## src/hop_count_table_macros.svh

```systemverilog
// Assertion macros for the hop count table.
// Included by the modules that check their own logic; depends on nothing.
`ifndef HOP_COUNT_TABLE_MACROS_SVH
`define HOP_COUNT_TABLE_MACROS_SVH
`ifndef SYNTHESIS
`define HCT_ASSERT_IMPLY(label, clk, rst_n, ante, cons, msg) \
  label: assert property (@(posedge clk) disable iff (!rst_n) (ante) |-> (cons)) \
    else $error(msg);
`define HCT_ASSERT_NEXT(label, clk, rst_n, ante, cons, msg) \
  label: assert property (@(posedge clk) disable iff (!rst_n) (ante) |=> (cons)) \
    else $error(msg);
`define HCT_ASSERT_NEVER(label, clk, rst_n, cond, msg) \
  label: assert property (@(posedge clk) disable iff (!rst_n) !(cond)) \
    else $error(msg);
`else
`define HCT_ASSERT_IMPLY(label, clk, rst_n, ante, cons, msg)
`define HCT_ASSERT_NEXT(label, clk, rst_n, ante, cons, msg)
`define HCT_ASSERT_NEVER(label, clk, rst_n, cond, msg)
`endif
`endif

```

## src/hct_pkg.sv

```systemverilog
// Package of the hop count table: request, result and entry types, codes
// and the hop count inference function. Depends on nothing.
package hct_pkg;

  localparam logic FUNC_LEARN   = 1'b0;
  localparam logic FUNC_REFRESH = 1'b1;

  typedef enum logic [2:0] {
    ST_STORED   = 3'd0,
    ST_FULL     = 3'd1,
    ST_UPDATED  = 3'd2,
    ST_NO_MATCH = 3'd3,
    ST_SKIPPED  = 3'd4
  } status_e;

  typedef enum logic {
    CS_IDLE,
    CS_SEARCH
  } ctrl_state_e;

  typedef struct packed {
    logic        func;
    logic [31:0] src_addr;
    logic [7:0]  ttl;
    logic        established;
  } hct_req_t;

  typedef struct packed {
    logic [6:0] hop_count;
    status_e    status;
    logic [3:0] slot;
  } hct_res_t;

  typedef struct packed {
    logic [31:0] addr;
    logic [6:0]  hops;
  } hct_entry_t;

  function automatic logic [6:0] hct_infer_hops(input logic [7:0] ttl);
    logic [7:0] init;
    logic [7:0] diff;
    if (ttl <= 8'd30) begin
      init = 8'd30;
    end else if (ttl <= 8'd32) begin
      init = 8'd32;
    end else if (ttl <= 8'd60) begin
      init = 8'd60;
    end else if (ttl <= 8'd64) begin
      init = 8'd64;
    end else if (ttl <= 8'd128) begin
      init = 8'd128;
    end else begin
      init = 8'd255;
    end
    diff = init - ttl;
    return diff[6:0];
  endfunction

endpackage

```

## src/hct_mem.sv

```systemverilog
// Entry memory of the hop count table: one write port and one registered read port.
// Depends on hct_pkg for the entry type.
module hct_mem
  import hct_pkg::*;
#(
  parameter int DEPTH = 16,
  parameter int AW    = 4
) (
  input  logic          clk_i,
  input  logic          we_i,
  input  logic [AW-1:0] waddr_i,
  input  hct_entry_t    wdata_i,
  input  logic          re_i,
  input  logic [AW-1:0] raddr_i,
  output hct_entry_t    rdata_o
);

  hct_entry_t mem_q [DEPTH];
  hct_entry_t rdata_q;

  always_ff @(posedge clk_i) begin
    if (we_i) begin
      mem_q[waddr_i] <= wdata_i;
    end
    if (re_i) begin
      rdata_q <= mem_q[raddr_i];
    end
  end

  assign rdata_o = rdata_q;

endmodule

```

## src/hct_ctrl.sv

```systemverilog
// Controller of the hop count table: request handling, fill count, entry search
// and result register. Depends on hct_pkg and hop_count_table_macros.svh.
`include "hop_count_table_macros.svh"
module hct_ctrl
  import hct_pkg::*;
#(
  parameter int ENTRIES = 16,
  parameter int IDX_W   = 4,
  parameter int CNT_W   = 5
) (
  input  logic             clk_i,
  input  logic             rst_ni,
  input  logic             start_i,
  output logic             busy_o,
  input  hct_req_t         req_i,
  output logic             result_valid_o,
  output hct_res_t         res_o,
  output logic             mem_we_o,
  output logic [IDX_W-1:0] mem_waddr_o,
  output hct_entry_t       mem_wdata_o,
  output logic             mem_re_o,
  output logic [IDX_W-1:0] mem_raddr_o,
  input  hct_entry_t       mem_rdata_i
);

  ctrl_state_e      state_q, state_d;
  hct_req_t         req_q, req_d;
  logic [6:0]       hops_q, hops_d;
  logic [CNT_W-1:0] fill_q, fill_d;
  logic [IDX_W-1:0] ridx_q, ridx_d;
  logic             res_valid_q, res_valid_d;
  hct_res_t         res_q, res_d;
  logic [6:0]       hops_now;

  function automatic logic [3:0] slot_of(input logic [IDX_W-1:0] idx);
    logic [IDX_W+3:0] ext;
    ext = {4'b0000, idx};
    return ext[3:0];
  endfunction

  assign hops_now = hct_infer_hops(req_i.ttl);

  always_ff @(posedge clk_i or negedge rst_ni) begin
    if (!rst_ni) begin
      state_q     <= CS_IDLE;
      fill_q      <= '0;
      res_valid_q <= 1'b0;
    end else begin
      state_q     <= state_d;
      fill_q      <= fill_d;
      res_valid_q <= res_valid_d;
    end
  end

  always_ff @(posedge clk_i) begin
    req_q  <= req_d;
    hops_q <= hops_d;
    ridx_q <= ridx_d;
    res_q  <= res_d;
  end

  always_comb begin
    state_d     = state_q;
    req_d       = req_q;
    hops_d      = hops_q;
    fill_d      = fill_q;
    ridx_d      = ridx_q;
    res_valid_d = 1'b0;
    res_d       = res_q;
    mem_we_o    = 1'b0;
    mem_waddr_o = '0;
    mem_wdata_o = '0;
    mem_re_o    = 1'b0;
    mem_raddr_o = '0;
    case (state_q)
      CS_IDLE: begin
        if (start_i) begin
          req_d           = req_i;
          hops_d          = hops_now;
          res_d.hop_count = hops_now;
          res_d.slot      = '0;
          if (req_i.func == FUNC_LEARN) begin
            res_valid_d = 1'b1;
            if (fill_q < CNT_W'(ENTRIES)) begin
              mem_we_o         = 1'b1;
              mem_waddr_o      = fill_q[IDX_W-1:0];
              mem_wdata_o.addr = req_i.src_addr;
              mem_wdata_o.hops = hops_now;
              res_d.status     = ST_STORED;
              res_d.slot       = slot_of(fill_q[IDX_W-1:0]);
              fill_d           = fill_q + CNT_W'(1);
            end else begin
              res_d.status = ST_FULL;
            end
          end else if (!req_i.established) begin
            res_valid_d  = 1'b1;
            res_d.status = ST_SKIPPED;
          end else if (fill_q == '0) begin
            res_valid_d  = 1'b1;
            res_d.status = ST_NO_MATCH;
          end else begin
            mem_re_o    = 1'b1;
            mem_raddr_o = '0;
            ridx_d      = '0;
            state_d     = CS_SEARCH;
          end
        end
      end
      CS_SEARCH: begin
        if (mem_rdata_i.addr == req_q.src_addr) begin
          mem_we_o         = 1'b1;
          mem_waddr_o      = ridx_q;
          mem_wdata_o.addr = mem_rdata_i.addr;
          mem_wdata_o.hops = hops_q;
          res_valid_d      = 1'b1;
          res_d.status     = ST_UPDATED;
          res_d.slot       = slot_of(ridx_q);
          state_d          = CS_IDLE;
        end else if ((CNT_W'(ridx_q) + CNT_W'(1)) == fill_q) begin
          res_valid_d  = 1'b1;
          res_d.status = ST_NO_MATCH;
          state_d      = CS_IDLE;
        end else begin
          mem_re_o    = 1'b1;
          mem_raddr_o = ridx_q + IDX_W'(1);
          ridx_d      = ridx_q + IDX_W'(1);
        end
      end
      default: begin
        state_d = CS_IDLE;
      end
    endcase
  end

  assign busy_o         = (state_q != CS_IDLE);
  assign result_valid_o = res_valid_q;
  assign res_o          = res_q;

  `HCT_ASSERT_NEVER(a_fill_bound, clk_i, rst_ni, fill_q > CNT_W'(ENTRIES), "fill count beyond table size")
  `HCT_ASSERT_NEVER(a_no_rw_clash, clk_i, rst_ni, mem_we_o && mem_re_o, "memory read and write in one cycle")
  `HCT_ASSERT_IMPLY(a_search_written, clk_i, rst_ni, state_q == CS_SEARCH, CNT_W'(ridx_q) < fill_q, "search beyond written entries")
  `HCT_ASSERT_NEXT(a_accept_progress, clk_i, rst_ni, start_i && !busy_o, busy_o || result_valid_o, "accepted request neither searched nor answered")

endmodule

```

## src/hop_count_table.sv

```systemverilog
// Top level of the hop count table: source address to inferred hop count.
// Depends on hct_pkg, hct_mem and hct_ctrl.
//
// A request on req_i is taken at a rising edge where start is high and busy is
// low. Every request yields exactly one result on res_o, shown for one cycle
// with result_valid_o high; the receiver cannot hold it off.
// Learn requests, refresh requests that are not established and refresh
// requests on an empty table answer one cycle after acceptance and leave busy
// low, so one request may be taken every cycle.
// A refresh request on an established connection reads the written entries
// from index 0 upward through the single read port of the entry memory, one
// entry per cycle. It answers once the search hits or has passed every written
// entry; busy stays high while the search runs.
// A new request may be taken in the cycle in which the previous result is
// shown; the result register holds it independently.
// Reset clears the fill count and the controller; entry contents are left as
// they are and only written entries are ever searched.
module hop_count_table
  import hct_pkg::*;
#(
  parameter int ENTRIES = 16
) (
  input  logic     clk_i,
  input  logic     rst_ni,
  input  logic     start,
  output logic     busy,
  input  hct_req_t req_i,
  output logic     result_valid_o,
  output hct_res_t res_o
);

  localparam int IDX_W = (ENTRIES > 1) ? $clog2(ENTRIES) : 1;
  localparam int CNT_W = $clog2(ENTRIES + 1);

  logic             mem_we;
  logic [IDX_W-1:0] mem_waddr;
  hct_entry_t       mem_wdata;
  logic             mem_re;
  logic [IDX_W-1:0] mem_raddr;
  hct_entry_t       mem_rdata;

  hct_ctrl #(
    .ENTRIES(ENTRIES),
    .IDX_W  (IDX_W),
    .CNT_W  (CNT_W)
  ) u_ctrl (
    .clk_i         (clk_i),
    .rst_ni        (rst_ni),
    .start_i       (start),
    .busy_o        (busy),
    .req_i         (req_i),
    .result_valid_o(result_valid_o),
    .res_o         (res_o),
    .mem_we_o      (mem_we),
    .mem_waddr_o   (mem_waddr),
    .mem_wdata_o   (mem_wdata),
    .mem_re_o      (mem_re),
    .mem_raddr_o   (mem_raddr),
    .mem_rdata_i   (mem_rdata)
  );

  hct_mem #(
    .DEPTH(ENTRIES),
    .AW   (IDX_W)
  ) u_mem (
    .clk_i  (clk_i),
    .we_i   (mem_we),
    .waddr_i(mem_waddr),
    .wdata_i(mem_wdata),
    .re_i   (mem_re),
    .raddr_i(mem_raddr),
    .rdata_o(mem_rdata)
  );

endmodule
```

## config.mk

```make
export PLATFORM = sky130hd
export DESIGN_NAME = hop_count_table
export DESIGN_NICKNAME = d
export VERILOG_FILES = /design/src/hct_pkg.sv /design/src/hct_mem.sv /design/src/hct_ctrl.sv /design/src/hop_count_table.sv
export VERILOG_INCLUDE_DIRS = /design/src /design/src/src
export SDC_FILE = /design/constraint.sdc
export NUM_CORES = 1
export LEC_CHECK = 0
export BUFFER_PORTS_ARGS = -buffer_cell sky130_fd_sc_hd__buf_4
export CORE_MARGIN = 3
export CORE_UTILIZATION = 35
export DETAILED_ROUTE_END_ITERATION = 7
export PLACE_DENSITY_LB_ADDON = 0.25
export SLEW_MARGIN = 25
export SYNTH_ARGS = -nofsm -noshare
export SYNTH_HDL_FRONTEND = slang
export SYNTH_SLANG_ARGS = --single-unit
export TNS_END_PERCENT = 20
```

## constraint.sdc

```tcl
create_clock -name clk_i -period 13.31 [get_ports clk_i]
set_clock_uncertainty 0.1 [all_clocks]
set_input_delay 0.6655 -clock clk_i [delete_from_list [all_inputs] [get_ports clk_i]]
set_output_delay 0.6655 -clock clk_i [all_outputs]
set_load 0.03 [all_outputs]
```

=== After elaboration in Yosys (flattened, before gate mapping) ===
Memories as Yosys holds them, arrays and structs flattened. A register that Yosys moved wholly into a read port is not among the register bits.
Cells that the tools add are included.

* Register bits: 57
* Bits in latches: 0
* RAM bits: 624
* Memory bits (read-only): 0
* Input bits: 45
* Output and inout port bits: 16
* Memories: 1

{| class="wikitable"
|+ Memories
! memory !! words !! bits a word !! read ports !! clocked after memory_dff !! wr ports !! RTL line !! RTL
|-
| u_mem.mem_q || 16 || 39 || 1 || 1 || 1 || hct_mem.sv:18 || <nowiki>hct_entry_t mem_q [DEPTH];</nowiki>
|}

* Add/subtract/negate cells: 4
* Multiply operators: 0
* Div/mod/pow operators: 0
* Magnitude comparators: 6
* Equal/unequal tests: 11
* Shift operators: 0
* Multiplexer cells: 55
* Bitwise gates (word level): 2
* Reductions and logical operators: 6

{| class="wikitable"
|+ Operators with widths
! cell !! count
|-
| 39-bit two-way mux || 4
|-
| 39-bit one-hot mux with 2 select lines || 1
|-
| 4-bit two-way mux || 13
|-
| 7-bit two-way mux || 6
|-
| 32-bit == test || 1
|-
| 4-bit one-hot mux with 2 select lines || 3
|-
| 1-bit two-way mux || 19
|-
| 8-bit by 6-bit less-or-equal comparator with 1-bit output, second input constant || 2
|-
| 3-bit two-way mux || 5
|-
| 2-bit != test, second input constant || 7
|-
| 7-bit one-hot mux with 2 select lines || 1
|-
| 8-bit by 5-bit less-or-equal comparator with 1-bit output, second input constant || 1
|-
| 8-bit by 7-bit less-or-equal comparator with 1-bit output, second input constant || 1
|-
| 8-bit less-or-equal comparator, second input constant || 1
|-
| 7-bit subtractor || 1
|-
| 1-bit one-hot mux with 2 select lines || 3
|-
| 6-bit AND reduction || 1
|-
| 4-bit by 1-bit adder with 5-bit output, second input constant || 1
|-
| 5-bit by 1-bit adder with 5-bit output, second input constant || 1
|-
| 5-bit == test || 1
|-
| 5-bit logical NOT || 1
|-
| 5-bit < comparator, second input constant || 1
|-
| 4-bit by 1-bit adder with 4-bit output, second input constant || 1
|-
| 4-bit by 3-bit != test with 1-bit output, second input constant || 1
|-
| other kinds (5) || 7
|}

=== Logic depth before layout (Yosys ltp) ===
* Word-level depth: 11
* Mapped depth: 12
* Gate-level depth less buffers: 12

=== Cells and area by module ===
A second synthesis with hierarchy kept.

* Cells, all modules: 1299
* Area, all modules: 27821.7 um^2

{| class="wikitable"
|+ By module, submodules not included
! module !! instances !! cells an instance !! area each (um^2) !! sequential area each (um^2)
|-
| hct_mem || 1 || 1014 || 24576.1 || 19909.1
|-
| hct_ctrl || 1 || 285 || 3245.6 || 1676.6
|}

=== Least setup slack after synthesis ===
Ideal clock, no wire load.

* Kind: register to register
* Start: reg u_ctrl.state_q, in the netlist u_ctrl.busy_o
* End: mem u_mem.mem_q[7][10] (netlist bit), enable pin
* Data arrival time: 4.633 ns
* Data required time: 12.749 ns
* Slack: 8.116 ns
* Stages on the path, launching flop included: 8
* Period minus slack after synthesis: 5.194 ns
* Cell sequence: dfrtp_1 > buf_2 > nand2b_1 > inv_1 > and3_1 > a41oi_1 > or2_2 > nor3_1

* Cells in the longest elaborated chain, start to end: 4

{| class="wikitable"
|+ Ends and longest elaborated chain
! what !! RTL line !! RTL
|-
| start: declaration || hct_ctrl.sv:26 || <nowiki>ctrl_state_e state_q, state_d;</nowiki>
|-
| start signal: assignment || hct_ctrl.sv:49 || <nowiki>state_q <= state_d;</nowiki>
|-
| 1-bit NOT (no source line) || -- ||
|-
| 1-bit one-hot mux with 2 select lines || hct_ctrl.sv:75 || <nowiki>case (state_q)</nowiki>
|-
| 1-bit two-way mux || hct_mem.sv:22 || <nowiki>if (we_i) begin</nowiki>
|-
| 1-bit two-way mux (implied by the code) || hct_mem.sv:23 || <nowiki>mem_q[waddr_i] <= wdata_i;</nowiki>
|-
| end: declaration || hct_mem.sv:18 ||
|}

Several ways; a longest one is shown, not always the timed one.

=== Worst setup path after layout ===
* Start: reg u_ctrl.state_q, in the netlist u_ctrl.busy_o
* End: reg, netlist name u_mem.rdata_o[23]

* Cells in the longest elaborated chain, start to end: 2

{| class="wikitable"
|+ Ends and longest elaborated chain
! what !! RTL line
|-
| 1-bit NOT (no source line) || --
|-
| 4-bit one-hot mux with 2 select lines / 1-bit one-hot mux with 2 select lines (equally long branches) || hct_ctrl.sv:75
|}

Several ways; a longest one is shown, not always the timed one.
A chain may end at the register's enable or synchronous reset.

==> reports/results.ini <==
[synthesis]
async_flop_share_pct=1.165
syn_inst=1489
syn_area_mm2=0.02482
yosysWarnings=0
syn_avg_cell_area_um2=16.67
syn_nets=1544
synth_edf_count=594
synth.distinct_cells=66
ys_ff_latch=601
ys.flop_type=edfxtp_1
seq_area_frac_synth_pct=72.57

[worst_setup_path]
critPathKind=reg2reg
critPathCaptureType=flip-flop
cp_data_arrival_time_ps=4610
path_cells=nand2b_4 -> inv_4 -> buf_4 -> buf_4 -> nand2_1 -> a211oi_1 -> a2111oi_0 -> nor4_1
critPathMostFrequentCell=buf_4
slowest_delay_ps=730
worst_setup_path_start_kind=flip-flop
cp_max_fo=75
cp.required_ps=13540
cp_slowest_cell=dfrtp_1
ff2ff_setup_slack_ps=8930

[detailed_routing]
wire_per_inst_um=24.99
remaining_drc_errors=0
firstDrtPassIters=5
avgViaCountPerCell=5.511
drtIter0Drc=1293
routed-via-count=14000
drtAntennaViolNets=0
wirelength_um=63490

[power]
seq_power_share_pct=38.8
ir_drop_mv=0.1032
clock_power_share_pct=28.3
internal_power_mw=4.115
comb_power_share_pct=32.9
p_switching_mw=2.152
power.density_mw_per_mm2=219.4
p_leak_nw=9.180
swShare_pct=34.34

[clock_tree]
cts_buffers=66
clk_latency_ps=600
cts_tree=built
clkTransAtPathRegs_ps=60
htreeDepth=3
post_cts_buffers=0
clkSinkCount=601
clockBufferDepth=3
cts-root-buf=clkbuf_16

[place]
gp_congestion=0.7719
port_buffers=60
dp.final_hpwl_um=36570
post-place-ws_ps=8930
placed_cell_area_mm2=0.02646

[floorplan]
die_w_um=272.3
rows=97
io-pin-count=61
die_area_mm2=0.07415
core_area_mm2=0.07015
start_util_pct=35.38
die_y_um=272.3

[run]
drv_cap=0

[global_route]
antenna_found_initial=0
grt_pass1_wl_um=94710
grt_pass1_vias=14020
grt_max_degree=76
grt_remaining_overflow=0
grt_use_total_pct=17.13

[sta]
setup_viol=0
tns_ps=0
slew_headroom_pct=31.21
worst_slack_ps=8930
hold_ws_ps=173.2
hold_viol_final=0
final.period_utilization_pct=32.91
worstMarginPinSlew_ps=1032
finalCriticalPeriod_ps=4380
rsz0062_at_grt=false
drv_slew=0
clock.fmax_ghz=0.2283

[min_path]
hold_class=in2reg

[cells_and_area]
drive_gt1_share_pct=21.69
nets=1608
final_area_mm2=0.02856
multi_input_area_mm2=0.006352
seqCellArea_mm2=0.01801
fillers=6336
area_growth_pct=15.07
antenna_cells=0

[outcome]
status=finished, final reports clean

power groups by stage:
| stage | combinational, mW | sequential [mW] | clock [mW] |
|---|---|---|---|
| after floorplan | 1.47 | 2.46 | 0 |
| after global placement | 2.07 | 2.47 | 0 |
| after detailed placement | 2.08 | 2.47 | 0 |
| after CTS | 2.09 | 2.43 | 1.81 |
| after global routing | 2.23 | 2.45 | 1.89 |
| final | 2.06 | 2.43 | 1.77 |
cell usage after synthesis, drive strengths merged (21+ instances only):
library cell    n  area (um2)
o22ai          33       206.5
and2           30       187.7
a2111oi        30       285.3
edfxtp        594       17840
clkbuf         40       150.1
a221oi         32       304.0
nand3          36       185.2
nor3           40       200.2
mux2           30       337.8
xor2           34       297.8
buf            66       427.9
nor4           38       406.6
a22o           32       280.3
a211oi         34       255.2
nand4          32       212.7
nor2           21       78.83
mux4           65        1464
nand2         180       678.2
worst max-delay path: cells and delay by family (launching register included):
kind	cells	cell delay [ps]
compound gates	2	480
buf+inv	3	1560
simple gates	3	1090
flops	1	730
area by class of cell:
class / count / area share (%)
Clock buffer: 92 / 6.422
Timing Repair Buffer: 102 / 3.014
Sequential cell: 601 / 63.07
Tap cell: 940 / 4.118
Inverter: 21 / 0.2935
Multi-Input combinational cell: 761 / 22.24
Clock inverter: 23 / 0.8455
sequential cells by signal, summed over array words and instances, names as in the netlist:
register and count:
u_mem.rdata_o 32, u_ctrl.req_q 32, u_mem.mem_q 512, u_ctrl.ridx_q 4
u_ctrl.hops_q 7, u_ctrl.result_valid_o 1, u_ctrl.res_o 7, u_ctrl.busy_o 1
u_ctrl.fill_q 5
timing repair:
| item | CTS | global route |
|---|---|---|
| endpoints found under the hold margin | 7 | 0 |
| hold buffers | 1 | 0 |
| resized for setup | 0 | 0 |
worst paths after layout:
check / end / from / depth (start not counted)
max: u_mem.rdata_o[23]$_DFFE_PP_ / u_ctrl.busy_o$_DFF_PN0_ / 8
min: u_ctrl.req_q[9]$_DFFE_PP_ / req_i[9] / 1
max reg2reg: u_mem.rdata_o[23]$_DFFE_PP_ / u_ctrl.busy_o$_DFF_PN0_ / 8
min reg2reg: u_ctrl.fill_q[3]$_DFFE_PN0P_ / u_ctrl.fill_q[3]$_DFFE_PN0P_ / 1
max in group asynchronous: u_ctrl.result_valid_o$_DFF_PN0_ / rst_ni / 2
min in group asynchronous: u_ctrl.fill_q[0]$_DFFE_PN0P_ / rst_ni / 2
cell usage in the layout (no fill, tap or decap), drive strengths merged, types with 7 or more instances in the layout:
cell type	n
nor2	21
a211oi	34
and2	30
a22o	32
mux4	65
clkbuf	92
o21ai	9
edfxtp	594
a21oi	15
inv	20
o211ai	7
nor3	40
nor4	38
buf	101
nand3	36
clkinv	18
a2111oi	30
dfrtp	7
xnor2	11
a221oi	32
nand4	32
nand2	180
xor2	34
mux2	30
o22ai	33
ha	9
logic make-up after synthesis:
group           synth area share (%)
flops                          72.57
xor+xnor                       1.709
fa+ha+maj                     0.5747
buf+inv                        2.646
mux                            7.299
simple gates                   8.353
compound gates                 6.851
layer usage:
layer | vias to the layer above | track usage (%) | wire (um)
met1 | 7282 | 24.15 | 27920
li1 | 6108 | - | -
met3 | 99 | 2.942 | 3762
met2 | 510 | 27.36 | 30180
met5 | - | 0 | 0
met4 | 0 | 4.914 | 1631
per-stage QoR:
step	utilization [%]	total power, mW	std cells
final	40.71	6.267	2540
after global routing	40.71	6.561	2540
after global placement	37.53	4.533	2418
after detailed placement	37.73	4.551	2424
after CTS	40.70	6.335	2540
after floorplan	-	3.930	1489
(Power assumes the default switching activity.)
